<file path="src/rtl/crc8rfr_pkg.sv">
package crc8rfr_pkg;

  localparam int MAX_PACKET_BYTES_DEFAULT = 64;

  localparam logic [7:0] HEAD_A    = 8'h55;
  localparam logic [7:0] HEAD_B    = 8'hAA;
  localparam logic [7:0] CMD_READ  = 8'h01;
  localparam logic [7:0] CMD_WRITE = 8'h02;
  localparam logic [7:0] CRC_POLY  = 8'h07;

  localparam logic [3:0] FRAME_BYTES  = 4'd10;
  localparam logic [3:0] BYTE_HEAD_A  = 4'd0;
  localparam logic [3:0] BYTE_HEAD_B  = 4'd1;
  localparam logic [3:0] BYTE_CMD     = 4'd2;
  localparam logic [3:0] BYTE_ADDR_LO = 4'd4;
  localparam logic [3:0] BYTE_CRC     = FRAME_BYTES - 4'd1;

  typedef struct packed {
    logic [7:0] rx_byte;
    logic       packet_start;
  } in_item_t;

  typedef struct packed {
    logic        is_write;
    logic [15:0] register_address;
    logic [31:0] data_value;
  } out_item_t;

  function automatic logic [7:0] crc8_update(input logic [7:0] crc, input logic [7:0] data);
    logic [7:0] c;
    c = crc ^ data;
    for (int i = 0; i < 8; i++) begin
      c = c[7] ? ({c[6:0], 1'b0} ^ CRC_POLY) : {c[6:0], 1'b0};
    end
    return c;
  endfunction

endpackage

</file>
<file path="src/rtl/crc8rfr_in_stage.sv">
module crc8rfr_in_stage
  import crc8rfr_pkg::*;
(
  input  logic     clk,
  input  logic     rst,
  input  logic     rx_valid,
  output logic     rx_ready,
  input  in_item_t rx_data,
  input  logic     advance,
  output logic     step,
  output in_item_t item
);

  logic ir_valid;

  assign rx_ready = !rst && (!ir_valid || advance);
  assign step     = ir_valid && advance;

  always_ff @(posedge clk) begin
    if (rst) begin
      ir_valid <= 1'b0;
    end else if (rx_valid && rx_ready) begin
      ir_valid <= 1'b1;
    end else if (advance) begin
      ir_valid <= 1'b0;
    end
  end

  always_ff @(posedge clk) begin
    if (rx_valid && rx_ready) begin
      item <= rx_data;
    end
  end

endmodule

</file>
<file path="src/rtl/crc8rfr_parser.sv">
module crc8rfr_parser
  import crc8rfr_pkg::*;
#(
  parameter int MAX_PACKET_BYTES = MAX_PACKET_BYTES_DEFAULT
) (
  input  logic      clk,
  input  logic      rst,
  input  logic      step,
  input  in_item_t  item,
  output logic      res_valid,
  output out_item_t res
);

  localparam int CW = $clog2(MAX_PACKET_BYTES + 1);

  logic [CW-1:0] count, count_next, count_eff;
  logic [3:0]    index, index_next, index_eff;
  logic          header_good, header_good_next, header_good_eff;
  logic [7:0]    crc, crc_next, crc_eff;
  logic [7:0]    command, command_next, command_eff;
  logic [15:0]   address, address_next, address_eff;
  logic [31:0]   value, value_next, value_eff;
  logic [7:0]    b;

  assign b = item.rx_byte;

  always_comb begin
    if (item.packet_start) begin
      count_eff       = '0;
      index_eff       = '0;
      header_good_eff = 1'b1;
      crc_eff         = '0;
      command_eff     = '0;
      address_eff     = '0;
      value_eff       = '0;
    end else begin
      count_eff       = count;
      index_eff       = index;
      header_good_eff = header_good;
      crc_eff         = crc;
      command_eff     = command;
      address_eff     = address;
      value_eff       = value;
    end

    count_next       = count_eff;
    index_next       = index_eff;
    header_good_next = header_good_eff;
    crc_next         = crc_eff;
    command_next     = command_eff;
    address_next     = address_eff;
    value_next       = value_eff;
    res_valid        = 1'b0;

    res.is_write         = (command_eff == CMD_WRITE);
    res.register_address = address_eff;
    res.data_value       = value_eff;

    if (count_eff < CW'(MAX_PACKET_BYTES)) begin
      count_next = count_eff + CW'(1);
      if (index_eff >= BYTE_CRC) begin
        res_valid = header_good_eff && (crc_eff == b) &&
                    (command_eff == CMD_READ || command_eff == CMD_WRITE);
        index_next       = '0;
        header_good_next = 1'b1;
        crc_next         = '0;
        command_next     = '0;
        address_next     = '0;
        value_next       = '0;
      end else begin
        priority if (index_eff == BYTE_HEAD_A) begin
          header_good_next = (b == HEAD_A);
        end else if (index_eff == BYTE_HEAD_B) begin
          header_good_next = header_good_eff && (b == HEAD_B);
        end else if (index_eff == BYTE_CMD) begin
          command_next = b;
        end else if (index_eff <= BYTE_ADDR_LO) begin
          address_next = {address_eff[7:0], b};
        end else begin
          value_next = {value_eff[23:0], b};
        end
        crc_next   = crc8_update(crc_eff, b);
        index_next = index_eff + 4'd1;
      end
    end
  end

  always_ff @(posedge clk) begin
    if (rst) begin
      count       <= '0;
      index       <= '0;
      header_good <= 1'b1;
      crc         <= '0;
      command     <= '0;
      address     <= '0;
      value       <= '0;
    end else if (step) begin
      count       <= count_next;
      index       <= index_next;
      header_good <= header_good_next;
      crc         <= crc_next;
      command     <= command_next;
      address     <= address_next;
      value       <= value_next;
    end
  end

endmodule

</file>
<file path="src/rtl/crc8rfr_out_stage.sv">
module crc8rfr_out_stage
  import crc8rfr_pkg::*;
(
  input  logic      clk,
  input  logic      rst,
  input  logic      step,
  input  logic      res_valid,
  input  out_item_t res,
  output logic      advance,
  output logic      rsp_valid,
  input  logic      rsp_ready,
  output out_item_t rsp_data
);

  assign advance = !rsp_valid || rsp_ready;

  always_ff @(posedge clk) begin
    if (rst) begin
      rsp_valid <= 1'b0;
    end else if (advance) begin
      rsp_valid <= step && res_valid;
    end
  end

  always_ff @(posedge clk) begin
    if (advance && step && res_valid) begin
      rsp_data <= res;
    end
  end

endmodule

</file>
<file path="src/rtl/crc8_register_frame_receiver.sv">
// A frame's request is registered in the output stage from its CRC byte held in the input register.
// Throughput: one byte per cycle; only reset or a stalled request register holds up input.
// The CRC-8 update and frame decode fit between the input and request registers.
// Reset (rst, synchronous) clears both registers' valid flags and restarts the packet framing.
module crc8_register_frame_receiver
  import crc8rfr_pkg::*;
#(
  parameter int MAX_PACKET_BYTES = MAX_PACKET_BYTES_DEFAULT
) (
  input  logic      clk,
  input  logic      rst,
  input  logic      rx_valid,
  output logic      rx_ready,
  input  in_item_t  rx_data,
  output logic      rsp_valid,
  input  logic      rsp_ready,
  output out_item_t rsp_data
);

  logic      advance;
  logic      step;
  in_item_t  item;
  logic      res_valid;
  out_item_t res;

  crc8rfr_in_stage u_in_stage (
    .clk      (clk),
    .rst      (rst),
    .rx_valid (rx_valid),
    .rx_ready (rx_ready),
    .rx_data  (rx_data),
    .advance  (advance),
    .step     (step),
    .item     (item)
  );

  crc8rfr_parser #(
    .MAX_PACKET_BYTES (MAX_PACKET_BYTES)
  ) u_parser (
    .clk       (clk),
    .rst       (rst),
    .step      (step),
    .item      (item),
    .res_valid (res_valid),
    .res       (res)
  );

  crc8rfr_out_stage u_out_stage (
    .clk       (clk),
    .rst       (rst),
    .step      (step),
    .res_valid (res_valid),
    .res       (res),
    .advance   (advance),
    .rsp_valid (rsp_valid),
    .rsp_ready (rsp_ready),
    .rsp_data  (rsp_data)
  );

endmodule

</file>
<file path="config.mk">
export PLATFORM = sky130hd
export DESIGN_NAME = crc8_register_frame_receiver
export DESIGN_NICKNAME = d
export VERILOG_FILES = /design/src/rtl/crc8rfr_pkg.sv /design/src/rtl/crc8rfr_in_stage.sv /design/src/rtl/crc8rfr_parser.sv /design/src/rtl/crc8rfr_out_stage.sv /design/src/rtl/crc8_register_frame_receiver.sv
export SDC_FILE = /design/constraint.sdc
export NUM_CORES = 1
export LEC_CHECK = 0
export CAP_MARGIN = 10
export CORE_AREA = 2 2 125 127
export CTS_CLUSTER_SIZE = 16
export DETAILED_ROUTE_END_ITERATION = 7
export DIE_AREA = 0 0 127 129
export DONT_BUFFER_PORTS = 1
export REMOVE_ABC_BUFFERS = 1
export SYNTH_ARGS = -nofsm -noshare
export SYNTH_HDL_FRONTEND = slang
export SYNTH_SLANG_ARGS = --single-unit
</file>
<file path="constraint.sdc">
create_clock -name clk -period 9.8 [get_ports clk]
set_input_delay 0.98 -clock clk [delete_from_list [all_inputs] [get_ports clk]]
set_output_delay 0.98 -clock clk [all_outputs]
set_load 0.1 [all_outputs]
</file>
# Word-level counts from Yosys, hierarchy flattened
# Cells that the tools add are included.
# totals
regBits,136
output_inout_bits,51
word_cells,97
# classes
n_addsub,2
magnitude_cmp,3
n_eq_ne,7
mux,45
n_bitwise,9
n_reduce_logical,17
# op_table
operator,n
$mux W32,7
$mux W16,7
$mux W8,9
$mux W3,8
$not A3 Y3,8
$mux W7,2
$mux W4,3
$logic_and A1 B1 Y1,9
$mux W1,9
$eq A8 B1 Y1 const B,1
$eq A8 B2 Y1 const B,1
$eq A8 B7 Y1 const B,1
$eq A8 B8 Y1,1
$eq A8 B8 Y1 const B,1
$xor A8 B8 Y8,1
$add A7 B1 Y7 const B,1
$lt A7 B7 Y1 const B,1
$add A4 B1 Y4 const B,1
$eq A4 B1 Y1 const B,1
$eq A4 B2 Y1 const B,1
$ge A4 B4 Y1 const B,1
$le A4 B3 Y1 const B,1
$logic_not A4 Y1,1
$logic_not A1 Y1,3
other kinds (2),4

# Logic depth before layout (Yosys ltp)
# Gate-level depths: netlist (run 1).
# logic_depth
ltp_word,20
depth_mapped,12
depth_no_buf,9

# Cells and area by module
# From an unflattened synthesis (run 1), not the netlist that was laid out.
# hier_totals
cells_unflattened,586
area_unflattened_um2,6124.6
# modules_own_cells
mod,n_inst,cells_each,area_each_um2
crc8rfr_parser,1,517,4252.8
crc8rfr_out_stage,1,54,1534.0
crc8rfr_in_stage,1,15,337.8

# Least setup slack after synthesis (run 1)
# No wires, ideal clock.
# synth_timing
kind,register -> register
from,"reg, netlist name u_in_stage.item[0]"
to,"reg, netlist name u_out_stage.rsp_data[0]"
arrival_ns,7.260
required_time_ns,9.202
path_slack_ns,1.943
stages_incl_launch_ff,11
synth_period_minus_slack_ns,7.857
path_cell_list,edfxtp_1 buf_4 buf_2 clkbuf_1 nor2b_1 inv_1 ha_1 nor3b_2 nor2_1 nand2_1 nor4b_1
# synth_between
elab_chain_len,7
word_cells_on_any_way,16
cone_classes,order compare: 2; eq/ne: 3; mux: 7; reduce/logical: 4
# synth_lines
item,line,text
branches (longest 5 deep; another with $lt A7 B7 Y1),n/a,
$mux W1 (*),crc8rfr_parser.sv:59,if (count_eff < CW'(MAX_PACKET_BYTES)) begin
$logic_and A1 B1 Y1 (*),crc8rfr_out_stage.sv:26,if (advance && step && res_valid) begin
# Every way passes the cells marked *.
# A chain may end at the register's enable or synchronous reset.

# Final worst setup path (run 1)
# layout_timing
from,"reg, netlist name u_in_stage.item[0]"
to,"reg, netlist name u_out_stage.rsp_data[37]"
# layout_between
elab_chain_len,7
word_cells_on_any_way,16
cone_classes,order compare: 2; eq/ne: 3; mux: 7; reduce/logical: 4
# layout_lines
item,line
branches (longest 5 deep; another with $lt A7 B7 Y1),n/a
$mux W1 (*),crc8rfr_parser.sv:59
$logic_and A1 B1 Y1 (*),crc8rfr_out_stage.sv:26
# Marked as above.

==> results of run 1 <==
-- flip-flops by register name, summed over array words and instances, names as in the netlist --
signal                 cells
u_parser.address          16
u_parser.crc               8
u_parser.header_good       1
u_out_stage.rsp_valid      1
u_in_stage.ir_valid        1
u_parser.value            32
u_parser.count             7
u_parser.index             4
u_out_stage.rsp_data      49
u_in_stage.item            9
u_parser.command           8
-- logic make-up (layout without fill, tap and decap cells) --
group	count (synthesis)	count (layout)	synth area share [%]
simple gates	178	178	17.4
flops	136	136	57.5
compound gates	132	132	16.5
buf+inv	35	45	2.55
xor+xnor	19	19	4.14
fa+ha+maj	8	8	1.74
mux	1	1	0.174
-- worst max-delay path: stages, from the launching register on --
cell and delay, ps:
edfxtp_1 320, buf_4 380, buf_4 530, inv_2 160, nand2_1 150, ha_1 290, nor3b_2 100, nor2_1 410
nand2_1 120, nor4b_2 310, buf_4 490
-- cell type report --
type	count	area share, %
flip-flops and latches	136	50.9
multi-input cells	338	35.6
clock buffers	21	7.27
well taps	188	3.63
clock inverters	11	1.50
repair buffers	6	0.695
inverters	7	0.405
-- cells in the mapped netlist, drive strengths merged, types with 3 or more instances --
master / count / area share, %
a21oi: 29 / 2.6
nor3: 8 / 0.78
edfxtp: 58 / 30
a22oi: 30 / 3.9
nand3: 7 / 0.70
dfxtp: 78 / 27
nor2b: 63 / 6.9
clkbuf: 19 / 1.2
o21ai: 20 / 1.7
nand2: 16 / 1.0
inv: 7 / 0.46
xnor2: 13 / 2.0
nor2: 55 / 3.7
ha: 8 / 1.7
a211oi: 4 / 0.61
nor4bb: 3 / 0.52
nand2b: 3 / 0.33
a22o: 26 / 4.0
xnor3: 4 / 1.6
or4: 3 / 0.39
buf: 9 / 0.85
and2: 4 / 0.44
nor4: 3 / 0.59
-- metrics by stage --
stage                     util [%]  cell area [µm²]  instances  worst slack [ps]
after CTS                     43.3             6480        707              6110
after floorplan                  -             5630        481              1190
after detailed placement      39.5             5920        675              6130
after global routing          43.3             6480        707              5750
final                         43.3             6480        707              6110
after global placement        39.5             5920        675              6320
-- power by group through the flow --
stage | Combinational, mW | Clock, mW | Sequential (mW)
2_1_floorplan | 0.0583 | 0 | 0.619
3_3_place_gp | 0.0772 | 0 | 0.619
3_5_place_dp | 0.0785 | 0 | 0.619
4_1_cts | 0.0795 | 0.619 | 0.607
5_1_grt | 0.0872 | 0.646 | 0.608
6_report | 0.0793 | 0.606 | 0.607
-- worst max-delay path by stage --
stage | from | to | slack, ps | cells past startpoint
final | u_in_stage.item[0] | u_out_stage.rsp_data[37] | 6110 | 10
after global routing | u_in_stage.item[0] | u_parser.value[28] | 5750 | 10
after CTS | u_in_stage.item[0] | u_out_stage.rsp_data[37] | 6110 | 10
after detailed placement | u_in_stage.item[0] | u_out_stage.rsp_data[33] | 6130 | 10
after global placement | u_in_stage.item[0] | u_out_stage.rsp_data[33] | 6320 | 10
after floorplan | u_in_stage.item[0] | u_out_stage.rsp_data[0] | 1190 | 7
-- per-layer routing --
metal / vias to the layer above / wire [µm]
met5: - / 0
met4: 0 / 301
met3: 22 / 617
met2: 125 / 5890
met1: 1897 / 5740
li1: 1862 / -
==> results.toml, run 1 <==
[run_status]
status = "finished clean"

[grt]
grt_usage_pct = 16.2
grt_pass1_wl_um = 20400
grt_pass1_vias = 3846
use_met3_pct = 5.11
gr-total-overflow = 0
grt_max_degree = 58
antenna_found_initial = 0
globalRouteMet1Util_pct = 20.6
busiest_layer = "met2"
grt_use_met2_pct = 25.4

[synthesis]
ys.flop_type = "dfxtp_1"
synth_edf_count = 58
synth-async-reset-ratio_pct = 0
yosysSeqAreaShare_pct = 57.5
netlist_instances = 509
ys_seq_elements = 136
synth_cell_types = 66
syn-cell-area_um2 = 5750
avgSynthCellArea_um2 = 11.3
yosys_warnings = 0

[sta]
skew_ps = 11.2
fin_tns_setup_ps = 0
rsz0062_at_grt = "false"
period_share_pct = 37.6
setup_viol = 0
slew_headroom_pct = 22.9
fin_worst_hold_slack_ps = 467
hold_viol = 0
finalCriticalPeriod_ps = 3690
tightest_slew_ps = 1150
drv_slew = 0
max_freq_ghz = 0.271

[worst_setup_path]
worstPathArrival_ps = 3740
r2r-end = "u_out_stage.rsp_data[37]"
cp.required_ps = 9860
cp_max_fo = 49
reg2reg_from = "u_in_stage.item[0]"
endpoint_kind = "flop"
critPathLaunchType = "flop"
criticalPathCategory = "flop to flop"
reg2reg_slack_ps = 6110
worst_r2r_path_depth = 10

[floorplan]
ios = 64
row_count = 45
die_width_um = 127
start_util_pct = 38.4
core_um2 = 15000
die-area_um2 = 16400
die_h_um = 129

[power]
switching_share_pct = 22.6
clkPwrFrac_pct = 46.9
ir_drop_v = 0.000125
p_leak_nw = 2.24
power.internal_mw = 1.00
p_comb_share_pct = 6.1
cellPowerDensity_nw_per_um2 = 199
seqPwrFrac_pct = 47.0
p_sw_uw = 293
design_power_total_mw = 1.29

[layout]
final_common_cell = "dfxtp_1"
register_area_um2 = 3300
final_nets = 527
multi_input_area_um2 = 2310
n_antenna_cell = 0
nFillCells = 1361
mostFrequentLayoutCells = "dfxtp_1 (78), nor2b_1 (63), edfxtp_1 (58)"
drive_above_1_share_pct = 10.4
area_delta_synth_final_pct = 12.9

[cts]
cts-resized-gates = 0
clk_latency_ps = 430
cts_sinks = 136
cts_setup_buffers = 0
htree_levels = 4
cts_tree = "built"
cts_buffers = 17
cts.clk_slew.worst_paths_ps = 60
cts-root-buf = "clkbuf_16"
cts_buffer_depth = 2
holdBufCountCts = 0

[drt]
vias = 3906
drtIter0Drc = 305
drt-total-wl_um = 12500
vias_per_cell = 5.52
postRouteAntennaNets = 0
wl_per_cell_um = 17.7
drc = 0
dr.pass1.iters = 5

[min_path]
hold_start = "u_parser.count[1]"
holdPathEnd = "u_parser.count[1]"
hold_path_class = "flop to flop"
hold_path_depth = 2

[flow_run]
maxCapViolations = 0

[place]
gp_congestion = 0.821
numPortBuffers = 0
dp_hpwl_um = 8190
Power figures use the tool's default switching activity.
==> run 2: changes to the inputs <==
clock period = 3.5 ns   (was 9.8 ns; I/O delays follow)
==> run 2 against run 1 <==
Utilization increased by 1.0 points. Via count increased by 0.87%. Register-to-register slack got worse by 5600 ps. Sequential share of layout area decreased by 1.2 points. Critical endpoint is now u_parser.value[27]. Largest cell class unchanged. Highest routed layer unchanged.
==> results.toml, run 2 (synthesis results as in run 1) <==
[run_status]
status = "finished clean"

[worst_setup_path]
criticalPathCategory = "flop to flop"
cp.required_ps = 3840
cp_slowest_cell = "a211oi_2"
worstPathArrival_ps = 3290
endpoint_kind = "flop"
cp_slowest_stage_delay_ps = 910
crit_buf_inv = 1
crit_chain = "inv_2, nand2_1, ha_1, nor3b_2, nor2_1, a211oi_2, a22oi_1, nor2_1"
reg2reg_slack_ps = 560
critPathLaunchType = "flop"
cp_max_fo = 16
crit_top_cell = "nor2_1"
cp_top_family = "compound AO/OA/AOI/OAI gates"

[cts]
cts_tree = "built"
cts_buffer_depth = 2
cts_sinks = 136
clk_latency_ps = 420
cts-root-buf = "clkbuf_16"
cts_buffers = 17
htree_levels = 4
cts.clk_slew.worst_paths_ps = 50
cts_setup_buffers = 0

[place]
numPortBuffers = 0
gp_congestion = 0.870
dp_hpwl_um = 8440

[layout]
reg_top3 = "u_out_stage.rsp_data (49), u_parser.value (32), u_parser.address (16)"
regMostFlops = "u_out_stage.rsp_data"
final_common_cell = "dfxtp_1"
area_delta_synth_final_pct = 15.5
drive_above_1_share_pct = 11.6
largest_register_ffs = 49
nFillCells = 1390
mostFrequentLayoutCells = "dfxtp_1 (78), nor2b_1 (63), edfxtp_1 (58)"
final_nets = 536

[grt]
grt_max_degree = 49
antenna_found_initial = 1
grt_pass1_vias = 3929
grt_usage_pct = 17.1
gr-total-overflow = 0
grt_pass1_wl_um = 21400

[sta]
hold_viol = 0
period_share_pct = 84.1
rsz0062_at_grt = "false"
max_freq_ghz = 0.340
finalCriticalPeriod_ps = 2940
setup_viol = 0
tightest_slew_ps = 1140
skew_ps = 5.75
slew_headroom_pct = 23.6
fin_worst_hold_slack_ps = 14.3
drv_slew = 0
fin_tns_setup_ps = 0

[drt]
postRouteAntennaNets = 0
drt-total-wl_um = 13400
vias_per_cell = 5.50
drc = 0
dr.pass1.iters = 4
wl_per_cell_um = 18.6
vias = 3940
drtIter0Drc = 254

[power]
ir_drop_v = 0.000325
p_leak_nw = 2.30
cellPowerDensity_nw_per_um2 = 574

[floorplan]
row_count = 45
die_h_um = 129
die-area_um2 = 16400
die_width_um = 127
ios = 64
start_util_pct = 38.4
core_um2 = 15000

[min_path]
hold_path_class = "input pin to flop"

[flow_run]
maxCapViolations = 0
==> run 2: cell types whose count changed in the layout (fill, tap and decap cells not counted) <==
cell	change
buf_12	+2
buf_4	+5
bufinv_16	+3
clkbuf_16	-1
clkinv_2	-2
clkinv_4	-1
clkinvlp_4	+2
diode_2	+1
dlygate4sd3_1	+2
inv_6	-1
==> run 2: power breakdown <==
group | internal [mW] | switching [mW]
registers | 1.67 | 0.0340
logic | 0.105 | 0.138
clock network | 1.21 | 0.660
==> run 2: what timing repair did <==
item	in CTS	in global routing
resized for setup	0	0
setup endpoints to repair	0	0
endpoints found under the hold margin	30	0
hold buffers	3	0
==> run 2: worst paths after layout <==
path                                to            startpoint  cells past startpoint
setup / recovery    u_parser.value[27]    u_in_stage.item[0]                      8
setup reg to reg    u_parser.value[27]    u_in_stage.item[0]                      8
hold reg to reg   u_parser.address[13]  u_parser.address[13]                      1
hold / removal      u_parser.value[12]                   rst                      1
==> run 2: cell type report <==
cell class                 instances  area (µm²)  area share, %
antenna                            1        2.50         0.0377
clock buffer                      20         447           6.73
clock inverter                    12         175           2.64
inverter                           7        26.3          0.396
multi-input combinational        338        2310           34.7
sequential                       136        3300           49.8
tap                              188         235           3.54
timing repair buffer              15         143           2.15
==> run 2: layer usage <==
metal	part of all wire, %	track usage, %	up-vias	wire length [µm]
met5	0	0	-	0
met4	2.1	6.98	0	282
met3	4.9	4.41	22	657
met2	46	27.0	132	6120
met1	47	22.5	1910	6310
li1	-	-	1876	-
==> run 2: stage by stage <==
| stage | total power [mW] | util, % | std cells | setup slack [ps] | instance area (µm²) |
|---|---|---|---|---|---|
| after floorplan | 1.90 | - | 481 | -5110 | 5630 |
| after global placement | 1.96 | 39.9 | 681 | 761 | 5970 |
| after detailed placement | 1.96 | 39.9 | 681 | 710 | 5970 |
| after CTS | 3.84 | 44.3 | 716 | 641 | 6640 |
| after global routing | 3.94 | 44.3 | 717 | 316 | 6640 |
| final | 3.81 | 44.3 | 717 | 557 | 6640 |
